**src/rtl/ctbg_pkg.sv**
```systemverilog
`timescale 1ns / 1ps
// shared types, constants and register codes for the tilt bar graph
package ctbg_pkg;

	// sizes of the sample path and the state
	localparam int SAMPLE_W = 10;
	localparam int THR_W    = 8;
	localparam int CNT_W    = 6;
	localparam int SUM_W    = 16;
	localparam int REFC_W   = 9;
	localparam int BAR_W    = 3;

	// calibration length and refresh period
	localparam logic [CNT_W-1:0]  CAL_SAMPLES   = CNT_W'(50);
	localparam logic [REFC_W-1:0] REFRESH_LIMIT = REFC_W'(300);

	// mean by reciprocal multiply: exact for every 16-bit sum divided by CAL_SAMPLES
	localparam int MEAN_SHIFT = 22;
	localparam int MULT_W     = MEAN_SHIFT + 1;
	localparam int PROD_W     = SUM_W + MULT_W;
	localparam logic [MULT_W-1:0] MEAN_MULT =
		MULT_W'((64'd1 << MEAN_SHIFT) / CAL_SAMPLES + 64'd1);

	// threshold reset values
	localparam logic [THR_W-1:0] THR_ONE_RST   = THR_W'(25);
	localparam logic [THR_W-1:0] THR_TWO_RST   = THR_W'(50);
	localparam logic [THR_W-1:0] THR_THREE_RST = THR_W'(75);

	// register indexes
	localparam int CFG_IDX_W = 2;
	localparam logic [CFG_IDX_W-1:0] REG_THR_ONE   = 2'd0;
	localparam logic [CFG_IDX_W-1:0] REG_THR_TWO   = 2'd1;
	localparam logic [CFG_IDX_W-1:0] REG_THR_THREE = 2'd2;

	// thermometer codes of the bar
	localparam logic [BAR_W-1:0] BAR_OFF   = 3'b000;
	localparam logic [BAR_W-1:0] BAR_ONE   = 3'b001;
	localparam logic [BAR_W-1:0] BAR_TWO   = 3'b011;
	localparam logic [BAR_W-1:0] BAR_THREE = 3'b111;

	typedef struct packed {
		logic [SAMPLE_W-1:0] sample;
		logic                restart;
	} in_word_t;

	typedef struct packed {
		logic                calibrating;
		logic [SAMPLE_W-1:0] deviation;
		logic                direction_up;
		logic                refresh;
		logic [BAR_W-1:0]    up_leds;
		logic [BAR_W-1:0]    down_leds;
		logic [SAMPLE_W-1:0] reference;
	} out_word_t;

	typedef struct packed {
		logic [THR_W-1:0] one;
		logic [THR_W-1:0] two;
		logic [THR_W-1:0] three;
	} thr_t;

endpackage

```
**src/rtl/ctbg_cfg_regs.sv**
```systemverilog
`timescale 1ns / 1ps
// threshold register file with a plain write port
module ctbg_cfg_regs (
	input  logic                            clk,
	input  logic                            arst_n,
	input  logic                            we,
	input  logic [ctbg_pkg::CFG_IDX_W-1:0]  index,
	input  logic [ctbg_pkg::THR_W-1:0]      data,
	output ctbg_pkg::thr_t                  thr
);
	import ctbg_pkg::*;

	thr_t thr_q;

	// register writes, unknown indexes dropped
	always_ff @(posedge clk or negedge arst_n) begin
		if (!arst_n) begin
			thr_q.one   <= THR_ONE_RST;
			thr_q.two   <= THR_TWO_RST;
			thr_q.three <= THR_THREE_RST;
		end else if (we) begin
			case (index)
				REG_THR_ONE:   thr_q.one   <= data;
				REG_THR_TWO:   thr_q.two   <= data;
				REG_THR_THREE: thr_q.three <= data;
				default: ;
			endcase
		end
	end

	assign thr = thr_q;

endmodule

```
**src/rtl/ctbg_core.sv**
```systemverilog
`timescale 1ns / 1ps
// calibration, deviation and bar state; result of one word per enable
module ctbg_core (
	input  logic                clk,
	input  logic                arst_n,
	input  logic                en,
	input  ctbg_pkg::in_word_t  word,
	input  ctbg_pkg::thr_t      thr,
	output ctbg_pkg::out_word_t res
);
	import ctbg_pkg::*;

	logic                in_cal_q;
	logic [CNT_W-1:0]    cal_count_q;
	logic [SUM_W-1:0]    cal_sum_q;
	logic [SAMPLE_W-1:0] cal_mean_q;
	logic [REFC_W-1:0]   refresh_count_q;
	logic [BAR_W-1:0]    up_bar_q;
	logic [BAR_W-1:0]    down_bar_q;

	// state as seen after an optional restart
	logic                cur_cal;
	logic [CNT_W-1:0]    cur_count;
	logic [SUM_W-1:0]    cur_sum;
	logic [SAMPLE_W-1:0] cur_mean;
	logic [REFC_W-1:0]   cur_refc;
	logic [BAR_W-1:0]    cur_up;
	logic [BAR_W-1:0]    cur_down;

	// next state
	logic                nxt_cal;
	logic [CNT_W-1:0]    nxt_count;
	logic [SUM_W-1:0]    nxt_sum;
	logic [SAMPLE_W-1:0] nxt_mean;
	logic [REFC_W-1:0]   nxt_refc;
	logic [BAR_W-1:0]    nxt_up;
	logic [BAR_W-1:0]    nxt_down;

	logic [PROD_W-1:0]   prod;
	logic [SAMPLE_W-1:0] dev;
	logic                up;
	logic                do_refresh;
	logic [BAR_W-1:0]    code;

	// restart behaves as a reset of the state
	always_comb begin
		cur_cal   = word.restart ? 1'b1 : in_cal_q;
		cur_count = word.restart ? '0 : cal_count_q;
		cur_sum   = word.restart ? '0 : cal_sum_q;
		cur_mean  = word.restart ? '0 : cal_mean_q;
		cur_refc  = word.restart ? '0 : refresh_count_q;
		cur_up    = word.restart ? BAR_OFF : up_bar_q;
		cur_down  = word.restart ? BAR_OFF : down_bar_q;
	end

	// running sum and mean by reciprocal multiply
	assign nxt_sum   = cur_sum + SUM_W'(word.sample);
	assign nxt_count = cur_count + CNT_W'(1);
	assign prod      = PROD_W'(nxt_sum) * PROD_W'(MEAN_MULT);

	// deviation magnitude and direction
	always_comb begin
		if (word.sample >= cur_mean) begin
			dev = word.sample - cur_mean;
			up  = 1'b0;
		end else begin
			dev = cur_mean - word.sample;
			up  = 1'b1;
		end
	end

	// bar level, highest threshold first
	always_comb begin
		if (dev >= SAMPLE_W'(thr.three))    code = BAR_THREE;
		else if (dev >= SAMPLE_W'(thr.two)) code = BAR_TWO;
		else if (dev >= SAMPLE_W'(thr.one)) code = BAR_ONE;
		else                                code = BAR_OFF;
	end

	assign do_refresh = !cur_cal && (cur_refc >= REFRESH_LIMIT);

	// next state and result
	always_comb begin
		nxt_cal  = cur_cal;
		nxt_mean = cur_mean;
		nxt_refc = cur_refc;
		nxt_up   = cur_up;
		nxt_down = cur_down;
		if (cur_cal) begin
			if (nxt_count >= CAL_SAMPLES) begin
				nxt_mean = prod[MEAN_SHIFT +: SAMPLE_W];
				nxt_cal  = 1'b0;
			end
		end else if (do_refresh) begin
			nxt_refc = '0;
			nxt_up   = up ? code : BAR_OFF;
			nxt_down = up ? BAR_OFF : code;
		end else begin
			nxt_refc = cur_refc + REFC_W'(1);
		end

		res.calibrating  = cur_cal;
		res.deviation    = cur_cal ? '0 : dev;
		res.direction_up = cur_cal ? 1'b0 : up;
		res.refresh      = do_refresh;
		res.up_leds      = nxt_up;
		res.down_leds    = nxt_down;
		res.reference    = nxt_mean;
	end

	// state registers
	always_ff @(posedge clk or negedge arst_n) begin
		if (!arst_n) begin
			in_cal_q        <= 1'b1;
			cal_count_q     <= '0;
			cal_sum_q       <= '0;
			cal_mean_q      <= '0;
			refresh_count_q <= '0;
			up_bar_q        <= BAR_OFF;
			down_bar_q      <= BAR_OFF;
		end else if (en) begin
			in_cal_q        <= nxt_cal;
			cal_count_q     <= cur_cal ? nxt_count : cur_count;
			cal_sum_q       <= cur_cal ? nxt_sum : cur_sum;
			cal_mean_q      <= nxt_mean;
			refresh_count_q <= nxt_refc;
			up_bar_q        <= nxt_up;
			down_bar_q      <= nxt_down;
		end
	end

	// only one side of the graph is lit
	a_one_side: assert property (@(posedge clk) disable iff (!arst_n)
		(up_bar_q == BAR_OFF) || (down_bar_q == BAR_OFF))
		else $error("both bars lit");

	// bars hold between refreshes while measuring
	a_bar_hold: assert property (@(posedge clk) disable iff (!arst_n)
		en && !res.calibrating && !res.refresh |=>
		$stable(up_bar_q) && $stable(down_bar_q))
		else $error("bars changed without refresh");

	// a calibration word reports no deviation and no refresh
	a_cal_quiet: assert property (@(posedge clk) disable iff (!arst_n)
		en && res.calibrating |->
		(res.deviation == '0) && !res.direction_up && !res.refresh)
		else $error("calibration word carries measurement");

	// restart always puts the block back into calibration
	a_restart: assert property (@(posedge clk) disable iff (!arst_n)
		en && word.restart |-> res.calibrating)
		else $error("restart did not calibrate");

endmodule

```
**src/rtl/calibrated_tilt_bar_graph.sv**
```systemverilog
`timescale 1ns / 1ps
// Calibrated tilt bar graph: takes one sample word per clock, unless stalled, and returns
// one result word for each. Throughput is one word per cycle, sustained while the output
// side takes words. A word accepted into the input register moves on into the result
// register once that register is empty or being read, and its result is then valid there;
// while the output side holds off, the word waits in place.
// The core updates the calibration and refresh state once per word, as the word moves
// into the result register; the mean at the end of calibration comes from a 16-bit by
// 23-bit reciprocal multiply in that same step. There is no clearing pass after reset.
// A threshold write lands at once and is not held back, so write thresholds only while
// no word is in flight.
module calibrated_tilt_bar_graph (
	input  logic                           clk,
	input  logic                           arst_n,
	input  logic                           in_valid,
	output logic                           in_ready,
	input  ctbg_pkg::in_word_t             in_data,
	output logic                           out_valid,
	input  logic                           out_ready,
	output ctbg_pkg::out_word_t            out_data,
	input  logic                           cfg_we,
	input  logic [ctbg_pkg::CFG_IDX_W-1:0] cfg_index,
	input  logic [ctbg_pkg::THR_W-1:0]     cfg_data
);
	import ctbg_pkg::*;

	logic      valid_s1;
	in_word_t  word_s1;
	logic      valid_s2;
	out_word_t word_s2;
	logic      load_s2;
	logic      advance;
	thr_t      thr;
	out_word_t res;

	ctbg_cfg_regs u_cfg (
		.clk    (clk),
		.arst_n (arst_n),
		.we     (cfg_we),
		.index  (cfg_index),
		.data   (cfg_data),
		.thr    (thr)
	);

	ctbg_core u_core (
		.clk    (clk),
		.arst_n (arst_n),
		.en     (advance),
		.word   (word_s1),
		.thr    (thr),
		.res    (res)
	);

	// flow control between input and result registers
	assign load_s2  = !valid_s2 || out_ready;
	assign advance  = valid_s1 && load_s2;
	assign in_ready = !valid_s1 || load_s2;

	// input register
	always_ff @(posedge clk or negedge arst_n) begin
		if (!arst_n) begin
			valid_s1 <= 1'b0;
		end else if (in_ready) begin
			valid_s1 <= in_valid;
		end
	end

	always_ff @(posedge clk) begin
		if (in_ready && in_valid) begin
			word_s1 <= in_data;
		end
	end

	// result register
	always_ff @(posedge clk or negedge arst_n) begin
		if (!arst_n) begin
			valid_s2 <= 1'b0;
		end else if (load_s2) begin
			valid_s2 <= valid_s1;
		end
	end

	always_ff @(posedge clk) begin
		if (advance) begin
			word_s2 <= res;
		end
	end

	assign out_valid = valid_s2;
	assign out_data  = word_s2;

	// a stalled result word stays in place
	a_out_hold: assert property (@(posedge clk) disable iff (!arst_n)
		out_valid && !out_ready |=> out_valid && $stable(out_data))
		else $error("result word lost while stalled");

	// the input register never drops a word
	a_s1_hold: assert property (@(posedge clk) disable iff (!arst_n)
		valid_s1 && !advance |=> valid_s1 && $stable(word_s1))
		else $error("input word lost while stalled");

	// a word moves on only when the result register can take it
	a_advance: assert property (@(posedge clk) disable iff (!arst_n)
		advance |=> valid_s2)
		else $error("advanced word missing from result register");

endmodule
```
**config.mk**
```make
export PLATFORM = sky130hd
export DESIGN_NAME = calibrated_tilt_bar_graph
export DESIGN_NICKNAME = d
export VERILOG_FILES = /design/src/rtl/ctbg_pkg.sv /design/src/rtl/ctbg_cfg_regs.sv /design/src/rtl/ctbg_core.sv /design/src/rtl/calibrated_tilt_bar_graph.sv
export SDC_FILE = /design/constraint.sdc
export NUM_CORES = 1
export LEC_CHECK = 0
export BUFFER_PORTS_ARGS = -buffer_cell sky130_fd_sc_hd__buf_2
export CORE_ASPECT_RATIO = 0.6
export CORE_UTILIZATION = 40
export CTS_CLUSTER_SIZE = 16
export DETAILED_ROUTE_END_ITERATION = 12
export SLEW_MARGIN = 20
export SYNTH_ARGS = -nofsm -noshare
export SYNTH_HDL_FRONTEND = slang
export SYNTH_SLANG_ARGS = --single-unit
```
**constraint.sdc**
```tcl
create_clock -name clk -period 13.7 [get_ports clk]
set_clock_uncertainty 0.05 [all_clocks]
set_input_delay 0.685 -clock clk [delete_from_list [all_inputs] [get_ports clk]]
set_output_delay 0.685 -clock clk [all_outputs]
set_load 0.005 [all_outputs]
```
; ---- Word level (Yosys, flattened, before mapping)
; Index checks and enable logic that the tools add are counted.
[word_totals]
reg_bits = 114
latch_bits = 0
ram_bits = 0
mem_bits_ro = 0
out_inout_bits = 31
word_cells = 73
memories = 0
[op_classes]
add_sub_neg = 5
multipliers = 1
div = 0
magnitude_cmp = 6
n_eq_ne = 2
shift = 0
muxes = 26
n_bitwise = 0
n_reduce_logical = 12
[op_table]
columns = cell, count
row1 = $mux 10, 4
row2 = $mul 16x17->32 const B, 1
row3 = $mux 16, 2
row4 = $ge 10x8->1, 3
row5 = $mux 3, 10
row6 = $mux 9, 3
row7 = $sub 10x10->10, 2
row8 = $add 16x10->16, 1
row9 = $mux 6, 2
row10 = $ge 10x10->1, 1
row11 = $add 9x1->9 const B, 1
row12 = $ge 9x9->1 const B, 1
row13 = $add 6x1->6 const B, 1
row14 = $ge 6x6->1 const B, 1
row15 = $reduce_and 2->1, 3
row16 = $mux 1, 5
row17 = $logic_and 1x1->1, 3
row18 = $logic_not 1->1, 3
row19 = $eq 2x1->1 const B, 1
row20 = $eq 2x2->1 const B, 1
row21 = $logic_not 2->1, 1
row22 = $logic_or 1x1->1, 2

; ---- Longest topological paths before layout
[logic_depth]
depth_word = 10
mapped_depth = 33

; ---- By module
; A second synthesis with hierarchy kept.
[hier_totals]
cells_unflattened = 1179
hier_area_um2 = 11871.4
[by_module_without_submodules]
columns = module, n_inst, cells_each, area_per_inst_um2
row1 = ctbg_core, 1, 1080, 9641.7
row2 = calibrated_tilt_bar_graph, 1, 48, 1305.0
row3 = ctbg_cfg_regs, 1, 51, 924.6

; ---- Worst setup path after synthesis
; No wires, ideal clock.
[synth_path]
path_kind = reg2reg
start = reg word_s1[0] (netlist bit)
end = reg word_s2 (netlist bit out_data[3]) (data pin)
arrival_ns = 7.966
required_time_ns = 13.390
path_slack_ns = 5.424
stages_incl_launch_ff = 34
synth_period_minus_slack_ns = 8.276
cell_sequence = edfxtp_1 -> clkbuf_1 -> buf_1 -> clkbuf_1 -> nor2b_1 -> fa_1 -> a21o_1 -> a21oi_1 -> o21ai_0 -> a21o_1 -> nand2_1 -> nand3_1 -> and3_1 -> ha_1 -> inv_1 -> ha_1 -> inv_1 -> fa_1 -> inv_1 -> fa_1 -> fa_1 -> fa_1 -> inv_1 -> fa_1 -> inv_1 -> ha_1 -> nand2_1 -> nor2_1 -> o21ai_0 -> a31oi_1 -> or4_1 -> a211oi_1 -> xnor2_1 -> mux2_2
[synth_lines]
columns = item, line_no
row1 = from (decl), calibrated_tilt_bar_graph.sv:28  ; in_word_t word_s1;
row2 = from (signal assigned), calibrated_tilt_bar_graph.sv:70  ; word_s1 <= in_data;
row3 = to (signal assigned), calibrated_tilt_bar_graph.sv:85  ; word_s2 <= res;
row4 = to (decl), calibrated_tilt_bar_graph.sv:30  ; out_word_t word_s2;

==> summary.txt <==
STA
  • Max Slew Vio Count: 0
  • TNS Setup: 0 ns
  • Fin crit share: 66.0%
  • Finish-stage setup viols: 0
  • Min Clock Period, post-route: 9.05 ns
  • Slew HR: 29.9%
  • Worst slew pin tran: 1.04 ns
  • Final hold vios: 0
  • Unrepaired setup endpoints after global routing: false
  • Fmax achieved: 111 MHz

Finish
  • # nets final: 1591
  • Final Cell Area: 13200 um^2
  • Most common cell after layout, fill and taps aside: inv_1
  • Area Overhead vs Synth: 12.1%
  • Fraction of layout cells with a size suffix above 1: 11.7%
  • # diodes: 0
  • Area of the multi-input gates: 7790 um^2
  • FF/Latch Area: 3070 um^2
  • Filler instances: 2714
  • Most frequent cells in the layout: inv_1, ha_1, nand2_1, fa_1, o21ai_0

Synth
  • Seq/Total Area, Yosys: 26.0%
  • Ys async rst share: 64.9%
  • Avg Inst Size Synth: 9.69 um^2
  • Synth warnings: 0
  • EDFF count, synth: 40
  • Yosys cell types: 71
  • Synth Flop Type: dfrtp_1
  • Cells after synthesis: 1218
  • Post-synth top area cell: ha_1
  • Yosys reg bits: 114
  • Synth top area share: 19.9%
  • Syn Nets: 1530
  • Post-synthesis cell area: 11800 um^2
  • Synth top area cells: ha_1, fa_1, dfrtp_1, edfxtp_1, inv_1

Die
  • Die area: 30200 um^2
  • Site row count: 48
  • Core Box Area: 28900 um^2
  • Starting Density: 40.9%
  • Top Ports: 57
  • Die Ht: 135 um
  • Die width: 224 um

Critical path
  • Critical path's largest stage delay: 0.71 ns
  • Cells on worst reg2reg path: 29
  • Crit end category: flop
  • Worst EP arrival: 9.24 ns
  • R2r setup slk: 4.65 ns
  • Crit start category: flop
  • Crit Path Class: reg -> reg
  • Crit Reg-Reg Startpoint: word_s1[0]$_DFFE_PP_
  • Worst setup path startpoint: word_s1[0]$_DFFE_PP_
  • Worst Setup EP: out_data[9]$_DFFE_PP_
  • CP max stage cell: edfxtp_1
  • Crit-path max FO: 21
  • Worst Path Required: 13.89 ns
  • Most Frequent Cell on Critical Path: fa_1
  • Worst reg2reg endpoint: out_data[9]$_DFFE_PP_

Global route
  • Vias in the first global route: 8372
  • Maximum number of pins on one net before global-route repair: 67
  • Remaining global-route overflow: 0
  • Total Routing Usage GR: 21.7%
  • Initial antenna violation count: 0
  • First-pass GRT wire length: 49100 um

Clock tree
  • Clock latency on the worst-skew pair: 0.42 ns
  • Root Buffer: clkbuf_16
  • Post-CTS Setup Inserts: 0
  • CTS sink cnt: 114
  • Total CTS buffers: 17
  • Number of hold buffers added after cts: 0
  • H-tree levels: 4
  • Post-CTS Resized: 0
  • CTS Buffer Depth: 2
  • CTS tree: built
  • Clk pin slew, worst setup/hold paths: 0.06 ns

Placement
  • Final Wtd Congestion: 0.938
  • Port-buffer cells: 56
  • DP HPWL: 25300 um
  • Area after DPL: 12500 um^2

Drt
  • Final wirelength: 30700 um
  • Final antenna-violating net count: 0
  • Drt first-iter violations: 721
  • Vias: 8672
  • DRC violations left: 0
  • Drt pass-1 iters: 5
  • Avg WL per Cell: 18.2 um
  • Avg Vias per Cell: 5.13

Job
  • Max cap viols: 0

Outcome
  • Status: finished clean

Min path
  • Min-Delay Path Class: in -> async
[cells by family after synthesis]
family	count (synthesis)	synth area share (%)
DFF	114	26.0
AOI/OAI and AO/OA	227	12.3
buffers and inverters	248	8.04
muxes	33	3.07
adders and majority gates	286	36.6
xor gates and xnor gates	30	2.23
and+or+nand+nor	280	11.9
[synthesized netlist by cell type, drive strengths merged (16+ instances only)]
cell,instances
nand2,103
o21ai,76
mux2,26
xnor2,18
nor2b,21
nand3,22
dfrtp,63
nor2,46
a21o,23
ha,188
a21oi,50
inv,225
clkbuf,16
edfxtp,40
fa,98
[flip-flops by register name (all words and copies together), names as in the netlist, 3 cells and up]
signal,flops
out_data,29
u_cfg.thr,24
u_core.cal_sum_q,16
word_s1,11
u_core.cal_mean_q,10
u_core.refresh_count_q,9
u_core.cal_count_q,6
u_core.down_bar_q,3
u_core.up_bar_q,3
[worst min-delay path by stage]
stage                                          from                         endpoint  slack (ns)
floorplan                                    arst_n            out_valid$_DFFE_PN0P_        0.34
global placement    u_core.cal_sum_q[8]$_DFFE_PN0P_  u_core.cal_sum_q[8]$_DFFE_PN0P_        0.40
detailed placement  u_core.cal_sum_q[8]$_DFFE_PN0P_  u_core.cal_sum_q[8]$_DFFE_PN0P_        0.41
CTS                                          arst_n         u_cfg.thr[8]$_DFFE_PN0P_       0.004
global route                                 arst_n         u_cfg.thr[8]$_DFFE_PN0P_       0.009
finish                                       arst_n         u_cfg.thr[8]$_DFFE_PN0P_        0.02
[per-stage QoR]
| step | std cells | setup WS (ns) | utilization [%] | hold slack [ns] |
|---|---|---|---|---|
| finish | 1692 | 4.65 | 45.8 | 0.0170 |
| global route | 1692 | 4.03 | 45.8 | 0.00898 |
| CTS | 1692 | 4.70 | 45.8 | 0.00402 |
| detailed placement | 1660 | 4.76 | 43.4 | 0.411 |
| global placement | 1660 | 4.85 | 43.4 | 0.403 |
| floorplan | 1218 | 5.42 | - | 0.339 |
[routing by layer]
metal	part of all wire, %	global-route usage (%)	routed length [um]
met1	56	35.9	17100
met2	35	25.5	10800
met3	8.8	8.16	2720
met4	0.54	3.42	167
met5	0	0	0
[layout make-up]
type                       instances  area share (%)
clock buffer                      23            3.92
clock inverter                     9            1.29
inverter                         226            6.41
multi-input combinational        856            58.8
sequential                       114            23.2
tap                              400            3.78
timing repair buffer              64            2.59
[critical path: cells and delay by family (launching register included)]
| family | cells | cell delay [ns] |
|---|---|---|
| fa+ha+maj | 9 | 3.89 |
| compound gates | 9 | 2.03 |
| simple gates | 7 | 1.02 |
| flops | 1 | 0.71 |
| buf+inv | 3 | 0.62 |
| xor+xnor | 1 | 0.50 |
Power is not shown: default switching activity piles up to over one toggle a cycle in this logic, so the estimate is an artifact.
